File: src/hw/rtl/command_line_tokenize_and_check_macros.svh
// Assertion macros for the command line tokenizer.
`ifndef COMMAND_LINE_TOKENIZE_AND_CHECK_MACROS_SVH
`define COMMAND_LINE_TOKENIZE_AND_CHECK_MACROS_SVH
`ifndef NO_ASSERTIONS
`define CLTC_ASSERT_SAME(lbl, clk, rst_n, ante, cons) \
    lbl: assert property (@(posedge clk) disable iff (!rst_n) (ante) |-> (cons)) \
        else $error("cltc assertion failed");
`define CLTC_ASSERT_NEXT(lbl, clk, rst_n, ante, cons) \
    lbl: assert property (@(posedge clk) disable iff (!rst_n) (ante) |=> (cons)) \
        else $error("cltc assertion failed");
`else
`define CLTC_ASSERT_SAME(lbl, clk, rst_n, ante, cons)
`define CLTC_ASSERT_NEXT(lbl, clk, rst_n, ante, cons)
`endif
`endif

File: src/hw/rtl/cltc_pkg.sv
// Types, constants and helpers shared by the command line tokenizer.
`timescale 1ns / 1ps
package cltc_pkg;

    typedef enum logic [1:0] {
        PH_BODY,
        PH_HEX,
        PH_IGNORE,
        PH_OVER
    } phase_t;

    typedef enum logic [1:0] {
        KIND_NONE,
        KIND_SUM,
        KIND_XOR,
        KIND_OVER
    } kind_t;

    localparam logic [7:0] CHAR_SPACE       = 8'h20;
    localparam logic [7:0] CHAR_STAR        = 8'h2A;
    localparam logic [7:0] CHAR_CARET       = 8'h5E;
    localparam logic [7:0] START_CHAR_RESET = 8'd36;
    localparam logic [1:0] HEX_DIGITS_FULL  = 2'd2;

    typedef struct packed {
        logic [7:0] data_byte;
        logic       first_byte;
        logic       last_byte;
    } in_item_t;

    typedef struct packed {
        logic [7:0] echo_byte;
        logic [3:0] token_number;
        logic       token_start;
        logic       is_separator;
        logic       is_payload;
        logic       line_done;
        logic       line_ok;
        logic [3:0] token_count;
        kind_t      check_kind;
    } result_t;

    // bit 4 set when c is a hex digit, bits 3:0 its value
    function automatic logic [4:0] hex_nibble(input logic [7:0] c);
        logic [4:0] r;
        r = 5'd0;
        if (c >= 8'h30 && c <= 8'h39) begin
            r = {1'b1, 4'(c - 8'h30)};
        end else if (c >= 8'h41 && c <= 8'h46) begin
            r = {1'b1, 4'(c - 8'h37)};
        end else if (c >= 8'h61 && c <= 8'h66) begin
            r = {1'b1, 4'(c - 8'h57)};
        end
        return r;
    endfunction

endpackage

File: src/hw/rtl/command_line_tokenize_and_check.sv
// Top level of the command line tokenizer and checksum checker.
`timescale 1ns / 1ps
`include "command_line_tokenize_and_check_macros.svh"
// Usage:
//  cfg_*     write start_char (seeds both checksums, resets to '$'); cfg_ready is
//            always high; write only while the block is idle.
//  s_axis_*  one line byte per item after the start character; tuser marks the
//            command letter, tlast the final byte of the line.
//  m_axis_*  one result item per input item, in order: the byte echoed with its
//            token index and class flags; on tlast the verdict, token count and
//            check kind, otherwise those are zero.
//  An accepted input passes through an input register, then the parse step into
//  the result register. One item per cycle sustained while m_axis_tready stays
//  high; the parse state update is a combinational 8-bit add, xor and compare.
//  While the receiver stalls, the result register holds and the input register
//  still takes one more item, then s_axis_tready drops until the result moves.
//  Reset empties both registers, closes any open line and restores start_char.
module command_line_tokenize_and_check #(
    parameter int MAX_TOKENS = 10
) (
    input  logic        clk,
    input  logic        rst_n,
    input  logic        cfg_valid,
    output logic        cfg_ready,
    input  logic [7:0]  cfg_data,
    input  logic        s_axis_tvalid,
    output logic        s_axis_tready,
    input  logic [7:0]  s_axis_tdata,   // [7:0] data_byte
    input  logic [0:0]  s_axis_tuser,   // [0] first_byte
    input  logic        s_axis_tlast,   // last_byte
    output logic        m_axis_tvalid,
    input  logic        m_axis_tready,
    // [7:0] echo_byte, [11:8] token_number, [12] line_ok, [16:13] token_count,
    // [18:17] check_kind, [23:19] zero
    output logic [23:0] m_axis_tdata,
    // [0] token_start, [1] is_separator, [2] is_payload
    output logic [2:0]  m_axis_tuser,
    output logic        m_axis_tlast    // line_done
);

    logic [7:0]         start_char_reg;
    logic               in_valid_reg;
    cltc_pkg::in_item_t in_item_reg;
    logic               out_valid_reg;
    cltc_pkg::result_t  out_res_reg;
    cltc_pkg::result_t  res;
    logic               move;
    logic               s_accept;

    assign cfg_ready     = 1'b1;
    assign move          = in_valid_reg && (!out_valid_reg || m_axis_tready);
    assign s_axis_tready = !in_valid_reg || move;
    assign s_accept      = s_axis_tvalid && s_axis_tready;

    always_ff @(posedge clk or negedge rst_n)
    begin
        if (!rst_n)
        begin
            start_char_reg <= cltc_pkg::START_CHAR_RESET;
        end
        else if (cfg_valid)
        begin
            start_char_reg <= cfg_data;
        end
    end

    always_ff @(posedge clk or negedge rst_n)
    begin
        if (!rst_n)
        begin
            in_valid_reg <= 1'b0;
        end
        else if (s_axis_tready)
        begin
            in_valid_reg <= s_axis_tvalid;
        end
    end

    always_ff @(posedge clk)
    begin
        if (s_accept)
        begin
            in_item_reg.data_byte  <= s_axis_tdata;
            in_item_reg.first_byte <= s_axis_tuser[0];
            in_item_reg.last_byte  <= s_axis_tlast;
        end
    end

    cltc_parser #(
        .MAX_TOKENS (MAX_TOKENS)
    ) u_parser (
        .clk        (clk),
        .rst_n      (rst_n),
        .start_char (start_char_reg),
        .step       (move),
        .item       (in_item_reg),
        .res        (res)
    );

    always_ff @(posedge clk or negedge rst_n)
    begin
        if (!rst_n)
        begin
            out_valid_reg <= 1'b0;
        end
        else if (!out_valid_reg || m_axis_tready)
        begin
            out_valid_reg <= in_valid_reg;
        end
    end

    always_ff @(posedge clk)
    begin
        if (move)
        begin
            out_res_reg <= res;
        end
    end

    assign m_axis_tvalid = out_valid_reg;
    assign m_axis_tlast  = out_res_reg.line_done;
    assign m_axis_tuser  = {out_res_reg.is_payload, out_res_reg.is_separator,
                            out_res_reg.token_start};
    assign m_axis_tdata  = {5'd0, out_res_reg.check_kind, out_res_reg.token_count,
                            out_res_reg.line_ok, out_res_reg.token_number,
                            out_res_reg.echo_byte};

    `CLTC_ASSERT_SAME(a_verdict_only_at_end, clk, rst_n,
        m_axis_tvalid && !m_axis_tlast, m_axis_tdata[18:12] == 7'd0)
    `CLTC_ASSERT_SAME(a_ok_not_overflow, clk, rst_n,
        m_axis_tvalid && m_axis_tdata[12], m_axis_tdata[18:17] != cltc_pkg::KIND_OVER)
    `CLTC_ASSERT_SAME(a_class_exclusive, clk, rst_n,
        m_axis_tvalid, !(m_axis_tuser[1] && m_axis_tuser[2]))
    `CLTC_ASSERT_NEXT(a_step_gives_result, clk, rst_n, move, m_axis_tvalid)

endmodule

File: src/hw/rtl/cltc_parser.sv
// Per-line parse state and the combinational step for one byte.
`timescale 1ns / 1ps
module cltc_parser #(
    parameter int MAX_TOKENS = 10
) (
    input  logic               clk,
    input  logic               rst_n,
    input  logic [7:0]         start_char,
    input  logic               step,
    input  cltc_pkg::in_item_t item,
    output cltc_pkg::result_t  res
);

    localparam logic [3:0] TOKEN_LIMIT = 4'(MAX_TOKENS);

    cltc_pkg::phase_t phase_reg, phase_next;
    cltc_pkg::kind_t  kind_reg, kind_next;
    logic [7:0] sum_reg, sum_next;
    logic [7:0] xor_reg, xor_next;
    logic [3:0] tokens_reg, tokens_next;
    logic [7:0] hex_value_reg, hex_value_next;
    logic [1:0] hex_digits_reg, hex_digits_next;
    logic       hex_bad_reg, hex_bad_next;

    logic [4:0] nib;
    logic [7:0] want;
    logic       good;
    logic [7:0] b;

    assign b   = item.data_byte;
    assign nib = cltc_pkg::hex_nibble(b);

    always_comb
    begin
        phase_next      = phase_reg;
        kind_next       = kind_reg;
        sum_next        = sum_reg;
        xor_next        = xor_reg;
        tokens_next     = tokens_reg;
        hex_value_next  = hex_value_reg;
        hex_digits_next = hex_digits_reg;
        hex_bad_next    = hex_bad_reg;
        want            = 8'd0;
        good            = 1'b0;
        res             = '0;
        res.echo_byte   = b;
        res.line_done   = item.last_byte;

        if (item.first_byte || tokens_reg == 4'd0)
        begin
            // command letter opens a line, even when no first flag came
            phase_next       = cltc_pkg::PH_BODY;
            sum_next         = start_char + b;
            xor_next         = start_char ^ b;
            tokens_next      = 4'd1;
            kind_next        = cltc_pkg::KIND_NONE;
            hex_value_next   = 8'd0;
            hex_digits_next  = 2'd0;
            hex_bad_next     = 1'b0;
            res.token_start  = 1'b1;
            res.is_payload   = 1'b1;
        end
        else
        begin
            res.token_number = tokens_reg - 4'd1;
            unique case (phase_reg)
                cltc_pkg::PH_BODY:
                begin
                    priority if (b == cltc_pkg::CHAR_SPACE)
                    begin
                        res.is_separator = 1'b1;
                        if (tokens_reg >= TOKEN_LIMIT)
                        begin
                            kind_next  = cltc_pkg::KIND_OVER;
                            phase_next = cltc_pkg::PH_OVER;
                        end
                        else
                        begin
                            sum_next         = sum_reg + b;
                            xor_next         = xor_reg ^ b;
                            res.token_number = tokens_reg;
                            tokens_next      = tokens_reg + 4'd1;
                            res.token_start  = 1'b1;
                        end
                    end
                    else if (b == cltc_pkg::CHAR_STAR || b == cltc_pkg::CHAR_CARET)
                    begin
                        res.is_separator = 1'b1;
                        kind_next        = (b == cltc_pkg::CHAR_STAR) ?
                                           cltc_pkg::KIND_SUM : cltc_pkg::KIND_XOR;
                        phase_next       = cltc_pkg::PH_HEX;
                        hex_value_next   = 8'd0;
                        hex_digits_next  = 2'd0;
                        hex_bad_next     = 1'b0;
                    end
                    else
                    begin
                        sum_next       = sum_reg + b;
                        xor_next       = xor_reg ^ b;
                        res.is_payload = 1'b1;
                    end
                end
                cltc_pkg::PH_HEX:
                begin
                    if (!nib[4])
                    begin
                        hex_bad_next = 1'b1;
                    end
                    else
                    begin
                        hex_value_next = {hex_value_reg[3:0], nib[3:0]};
                    end
                    hex_digits_next = hex_digits_reg + 2'd1;
                    if (hex_digits_next >= cltc_pkg::HEX_DIGITS_FULL)
                    begin
                        phase_next = cltc_pkg::PH_IGNORE;
                    end
                end
                cltc_pkg::PH_IGNORE, cltc_pkg::PH_OVER:
                begin
                end
            endcase
        end

        if (item.last_byte)
        begin
            unique case (kind_next)
                cltc_pkg::KIND_NONE: good = (phase_next != cltc_pkg::PH_OVER);
                cltc_pkg::KIND_OVER: good = 1'b0;
                cltc_pkg::KIND_SUM, cltc_pkg::KIND_XOR:
                begin
                    want = (kind_next == cltc_pkg::KIND_SUM) ? sum_next : xor_next;
                    good = (hex_digits_next >= cltc_pkg::HEX_DIGITS_FULL) &&
                           !hex_bad_next && (hex_value_next == want);
                end
            endcase
            res.line_ok     = good;
            res.token_count = good ? tokens_next : 4'd0;
            res.check_kind  = kind_next;
            tokens_next     = 4'd0;
            phase_next      = cltc_pkg::PH_BODY;
        end
    end

    always_ff @(posedge clk or negedge rst_n)
    begin
        if (!rst_n)
        begin
            phase_reg      <= cltc_pkg::PH_BODY;
            kind_reg       <= cltc_pkg::KIND_NONE;
            sum_reg        <= 8'd0;
            xor_reg        <= 8'd0;
            tokens_reg     <= 4'd0;
            hex_value_reg  <= 8'd0;
            hex_digits_reg <= 2'd0;
            hex_bad_reg    <= 1'b0;
        end
        else if (step)
        begin
            phase_reg      <= phase_next;
            kind_reg       <= kind_next;
            sum_reg        <= sum_next;
            xor_reg        <= xor_next;
            tokens_reg     <= tokens_next;
            hex_value_reg  <= hex_value_next;
            hex_digits_reg <= hex_digits_next;
            hex_bad_reg    <= hex_bad_next;
        end
    end

endmodule
File: config.mk
export PLATFORM = sky130hd
export DESIGN_NAME = command_line_tokenize_and_check
export DESIGN_NICKNAME = d
export VERILOG_FILES = /design/src/hw/rtl/cltc_pkg.sv /design/src/hw/rtl/command_line_tokenize_and_check.sv /design/src/hw/rtl/cltc_parser.sv
export VERILOG_INCLUDE_DIRS = /design/src /design/src/hw/rtl
export SDC_FILE = /design/constraint.sdc
export NUM_CORES = 1
export LEC_CHECK = 0
export BUFFER_PORTS_ARGS = -buffer_cell sky130_fd_sc_hd__buf_2
export CAP_MARGIN = 25
export CORE_MARGIN = 2
export CORE_UTILIZATION = 54
export DETAILED_ROUTE_END_ITERATION = 10
export PLACE_DENSITY = 0.84
export RECOVER_POWER = 50
export SKIP_LAST_GASP = 1
export SLEW_MARGIN = 20
export SYNTH_ARGS = -nofsm -noshare
export SYNTH_HDL_FRONTEND = slang
export SYNTH_SLANG_ARGS = --single-unit
File: constraint.sdc
create_clock -name clk -period 4.23 [get_ports clk]
set_input_delay 0.846 -clock clk [delete_from_list [all_inputs] [get_ports clk]]
set_output_delay 0.846 -clock clk [all_outputs]
set_load 0.02 [all_outputs]
# ---- Yosys cells after proc, flatten, opt, wreduce, memory -nomap -nowiden
# Cells that the tools add are included.
dict set report word_totals {
  register_bits 78
  latch_bits 0
  mem_bits_rw 0
  rom_bits 0
  elab_cells 127
  memories 0
}
dict set report op_classes {
  add_sub_neg 8
  mul 0
  div 0
  magnitude_cmp 9
  n_eq_ne 9
  n_shift 0
  muxes 55
  n_bitwise 3
  n_reduce_logical 20
}
# operator count
set ops {}
lappend ops {{$mux 8} 15}
lappend ops {{$mux 2} 15}
lappend ops {{$mux 5} 5}
lappend ops {{$mux 4} 5}
lappend ops {{$add 8x8->8} 2}
lappend ops {{$eq 8x6->1 const B} 2}
lappend ops {{$ge 8x7->1 const B} 2}
lappend ops {{$le 8x7->1 const B} 2}
lappend ops {{$pmux 8 s2} 1}
lappend ops {{$xor 8x8->8} 2}
lappend ops {{$mux 1} 9}
lappend ops {{$eq 8x7->1 const B} 1}
lappend ops {{$eq 8x8->1} 1}
lappend ops {{$ge 8x6->1 const B} 1}
lappend ops {{$le 8x6->1 const B} 1}
lappend ops {{$pmux 2 s2} 2}
lappend ops {{$sub 4x1->4 const B} 2}
lappend ops {{$sub 4x3->4 const B} 2}
lappend ops {{$logic_and 1x1->1} 7}
lappend ops {{$mux 7} 1}
lappend ops {{$add 4x1->4 const B} 1}
lappend ops {{$eq 2x1->1 const B} 2}
lappend ops {{$eq 2x2->1 const B} 2}
lappend ops {{$ge 2x2->1 const B} 2}
lappend ops {{12 further kinds} 19}

# ---- Longest topological paths before layout
dict set report depth {
  depth_word 14
  mapped_depth 20
}

# ---- Hierarchy
# Synthesis repeated with hierarchy kept, for this count alone.
dict set report unflattened {
  cells_unflattened 540
  hier_area_um2 5191.2
}
# mod instances cells_each area_each_um2 seq_area_each_um2
set by_module_without_submodules {}
lappend by_module_without_submodules {cltc_parser 1 474 3724.8 875.8}
lappend by_module_without_submodules {command_line_tokenize_and_check 1 66 1466.4 1243.7}

# ---- Least setup slack after synthesis
# Ideal clock, no wire load.
dict set report synth_timing {
  kind {register to register}
  from {register in_item_reg[2] in the netlist's numbering}
  to {register out_res_reg, in the netlist m_axis_tdata[14] (data pin)}
  t_arrival_ns 4.275
  path_slack_ns -0.213
  path_stages_with_launch 21
  path_buffers 2
  path_cell_list {edfxtp_1 inv_1 ha_1 nand4b_1 nor4_2 clkbuf_1 o21ai_1 a211oi_1 nor2_1 inv_1 ha_1 clkbuf_1 inv_2 or3_1 nor3_1 mux2i_1 a31oi_1 o211ai_1 nor4_2 o2111ai_2 a211oi_1}
}
dict set report synth_via {
  elab_chain_cells 14
  word_cells_on_any_way 74
  cone_classes {add/sub: 5; order compare: 7; eq/ne: 8; mux: 42; bitwise: 2; reduce/logical: 10}
}
# element line
set synth_lines {}
lappend synth_lines {{from (decl)} command_line_tokenize_and_check.sv:43} ;# cltc_pkg::in_item_t in_item_reg;
lappend synth_lines {{branches (longest 14 deep; another with $ge 8x7->1)} --}
lappend synth_lines {{to (signal assigned)} command_line_tokenize_and_check.sv:116} ;# out_res_reg <= res;
lappend synth_lines {{to (decl)} command_line_tokenize_and_check.sv:45} ;# cltc_pkg::result_t out_res_reg;
# Parallel ways; which one is timed is not known. The select of a mux whose other input is x is not followed.
# A chain may end at the register's enable or synchronous reset.

# ---- Final worst setup path
dict set report layout_timing {
  from {register in_item_reg[9] in the netlist's numbering}
  to {register out_res_reg, in the netlist m_axis_tdata[14] (data pin)}
}
# The elaborated chain is that of the path after synthesis.

==> out/metrics.yaml <==
synthesis:
  yosys_warnings: 0
  async_flop_share_pct: 57.7
  ys_ff_latch: 78
  yosysTopAreaCell: "dfrtp_1"
  syn_area_per_cell_um2: 9.56
  synth_area_leaders: "dfrtp_1 (22%), edfxtp_1 (20%), ha_1 (5.8%), nand2_1 (4.5%), a21oi_1 (3.9%)"
  yosysSeqAreaShare_pct: 42.6
  postSynthCellCount: 520
  synthDistinctLibCells: 72
  synth_edf_count: 33
  synth_top_flop_cell: "dfrtp_1"
  synth.top_cell.area_share_pct: 21.6
  syn_area_um2: 4970
timing:
  tightest_slew_ns: 1.38
  drv_slew: 0
  finalHoldViolCount: 0
  fmax_mhz: 251
  fin_crit_sh_pct: 94.3
  holdWs_ns: 0.488
  setup_violations: 0
  final.min_clock_period_ns: 3.99
  fin_skew_ns: 0.0127
  slew_headroom_pct: 8.01
finish:
  diodes: 0
  largest_reg_flops: 19
  postLayoutCellArea_um2: 5690
  nFillCells: 767
  area_growth_pct: 14.4
  fin_cells: 692
  layout-drive-gt1-share_pct: 20.1
  nNetsFinal: 624
clock_tree:
  clkLatencyLatePin_ns: 0.36
  cts_sinks: 78
  tritoncts: "yes"
  clkSlewWorstSetupHoldPaths_ns: 0.09
  cts_buffers: 9
  cts_root_buf: "clkbuf_8"
  ctsHtreeMaxLevel: 3
  clock_path_buffers: 2
  hold_buffers: 0
worst_setup_path:
  startpoint_type: "flip-flop"
  path_cells: "or4b_4 -> nand2b_4 -> nor2_2 -> a21oi_1 -> o21ai_1 -> nor2_1 -> inv_1 -> ha_2 -> buf_6 -> o21ai_0 -> o21ai_1 -> a21oi_2 -> a311o_1 -> o21ai_1 -> o211ai_1 -> nor4_2 -> o2111ai_2 -> a211oi_2"
  path_max_fanout: 8
  crit_family: "compound AO/OA/AOI/OAI gates"
  crit_start: "in_item_reg[9]"
  ff2ff_path_depth: 18
  cp_data_arrival_time_ns: 4.18
  r2r-start: "in_item_reg[9]"
  criticalPathCategory: "reg2reg"
  r2r_setup_slack_ns: 0.24
  worstPathRequired_ns: 4.42
  path_buf_inv: 2
  worst_r2r_endpoint: "m_axis_tdata[14]"
  endpoint_kind: "flip-flop"
  crit_slowest_cell: "or4b_4"
  cpMostUsedCell: "o21ai_1"
  max_stage_delay_ns: 0.59
die:
  die-area_um2: 9990
  num_rows: 35
  die_y_um: 100
  core_um2: 9060
  die_w_um: 100
  start_util_pct: 54.9
  top_level_ports: 54
place:
  placed_cells: 673
  dp_hpwl_um: 10000
  io_buffers: 47
  place_area_um2: 5410
  finalWeightedCongestion: 0.936
drt:
  ant_nets: 0
  vias: 4269
  vias_per_cell: 6.17
  drtIter0Drc: 263
  avgRoutedWirePerCell_um: 19.5
  routed_wl_um: 13500
  drt_pre_antenna_iters: 5
  drc: 0
global_route:
  antenna_found_initial: 0
  grt_use_total_pct: 28.2
  grt_first_pass_wirelength_um: 21800
  grt_max_degree: 41
  grt-ovfl-total: 0
  grt_pass1_vias: 4197
min_path:
  min_path_cells: 2
  hold-path-endpoint: "u_parser.hex_value_reg[6]"
  min_path_type: "reg2reg"
  hold_path_startpoint: "u_parser.hex_value_reg[6]"
power_and_ir_drop:
  total_power_mw: 2.31
  leakage_nw: 2.33
  p_per_area_nw_per_um2: 407
  worst_ir_drop_vdd_uv: 237
run:
  cap_violations: 0
status:
  outcome: "completed"
==> cells by family (layout without fill, tap and decap cells) <==
kind of cell	after synthesis	after routing	share of synthesized area (%)
xor+xnor	27	27	4.75
compound gates	140	140	18.6
simple gates	176	176	17.9
other cells	2	6	0.151
flops	78	78	42.6
buf+inv	50	107	4.78
fa+ha+maj	25	25	6.59
mux	22	22	4.68
==> synthesized netlist by cell type, types with 4 or more instances <==
cell type   n
nor3_1     11
mux2_2     10
nand2b_1    7
dfrtp_1    43
nand3_1    12
a211oi_1    8
xnor2_1    13
inv_1      14
a31oi_1     6
nor2_1     39
buf_4       6
and3_1      5
xor2_1     14
nand2_1    59
a21oi_1    39
o31ai_1     6
a21o_1      4
or3_1       9
mux2i_1    12
nor4_1      8
ha_1       23
o21ai_1     4
o22ai_1     9
buf_2       4
edfxtp_1   33
nor3b_1     4
o21ai_0    31
clkbuf_1   18
==> report_power, final <==
part / switching [mW] / internal [mW] / leakage (nW)
clock network: 0.288 / 0.395 / 0.114
registers: 0.0733 / 0.879 / 0.876
logic: 0.416 / 0.264 / 1.34
total: 0.777 / 1.54 / 2.33
==> cell type report <==
cell class | instances | area (um2) | area share [%]
Timing Repair Buffer | 75 | 425 | 7.48
Tap cell | 111 | 139 | 2.44
Sequential cell | 78 | 2120 | 37.3
Multi-Input combinational cell | 396 | 2710 | 47.6
Clock buffer | 11 | 131 | 2.31
Inverter | 16 | 60.1 | 1.06
Clock inverter | 5 | 106 | 1.87
==> routing by layer <==
layer  share of wire (%)  GRT usage, %  up-vias
met5                   0             0        -
met4                 2.9          10.6        0
met3                 5.9          4.39       28
met2                  49          47.2      189
met1                  42          37.1     2040
li1                    -             -     2012
==> worst max-delay path by stage <==
stage	to	cells after the start
global placement	m_axis_tdata[15]	17
floorplan	m_axis_tdata[14]	20
CTS	m_axis_tdata[15]	16
global route	m_axis_tdata[14]	19
detailed placement	m_axis_tdata[15]	16
finish	m_axis_tdata[14]	18
==> per-stage QoR <==
step           util (%)  TNS [ns]  setup slack [ns]
6_report           62.7         0             0.240
5_1_grt            62.7    -0.178           -0.0689
4_1_cts            62.3         0            0.0223
3_5_place_dp       59.6         0            0.0902
3_3_place_gp       59.4         0             0.296
2_1_floorplan         -         0            0.0133
==> timing repair <==
action	in CTS	in global routing
setup endpoints to repair	0	5
buffers inserted	0	4
resized for setup	0	18
==> worst reg2reg max path: stages, from the launching register on <==
cell       delay, ns
edfxtp_1        0.40
or4b_4          0.59
nand2b_4        0.19
nor2_2          0.13
a21oi_1         0.13
o21ai_1         0.17
nor2_1          0.07
inv_1           0.10
ha_2            0.21
buf_6           0.13
o21ai_0         0.11
o21ai_1         0.17
a21oi_2         0.07
a311o_1         0.35
o21ai_1         0.15
o211ai_1        0.11
nor4_2          0.24
o2111ai_2       0.24
a211oi_2        0.25
==> layout by cell type (no fill, tap or decap), types with 3 or more instances in the layout <==
| cell type | n |
|---|---|
| xnor2_1 | 13 |
| o22ai_1 | 9 |
| inv_1 | 13 |
| nand2b_1 | 6 |
| a211oi_2 | 3 |
| ha_1 | 22 |
| and3_1 | 5 |
| a211oi_1 | 5 |
| bufinv_16 | 3 |
| buf_2 | 40 |
| o31ai_1 | 6 |
| xor2_1 | 14 |
| nor3b_1 | 4 |
| mux2_2 | 10 |
| a21oi_1 | 37 |
| clkbuf_8 | 9 |
| mux2i_1 | 12 |
| nand3_1 | 12 |
| nand4b_1 | 3 |
| a32o_1 | 3 |
| conb_1 | 6 |
| buf_4 | 23 |
| nor3_1 | 9 |
| a31oi_1 | 6 |
| or2_2 | 3 |
| nand2_1 | 59 |
| a21o_1 | 4 |
| nor2_1 | 37 |
| edfxtp_1 | 33 |
| o21ai_1 | 6 |
| or3_1 | 8 |
| dfrtp_1 | 43 |
| o21a_1 | 3 |
| nor4_1 | 8 |
| o21ai_0 | 27 |
| clkbuf_1 | 13 |
Note: power is estimated with default switching activity, not from simulation.
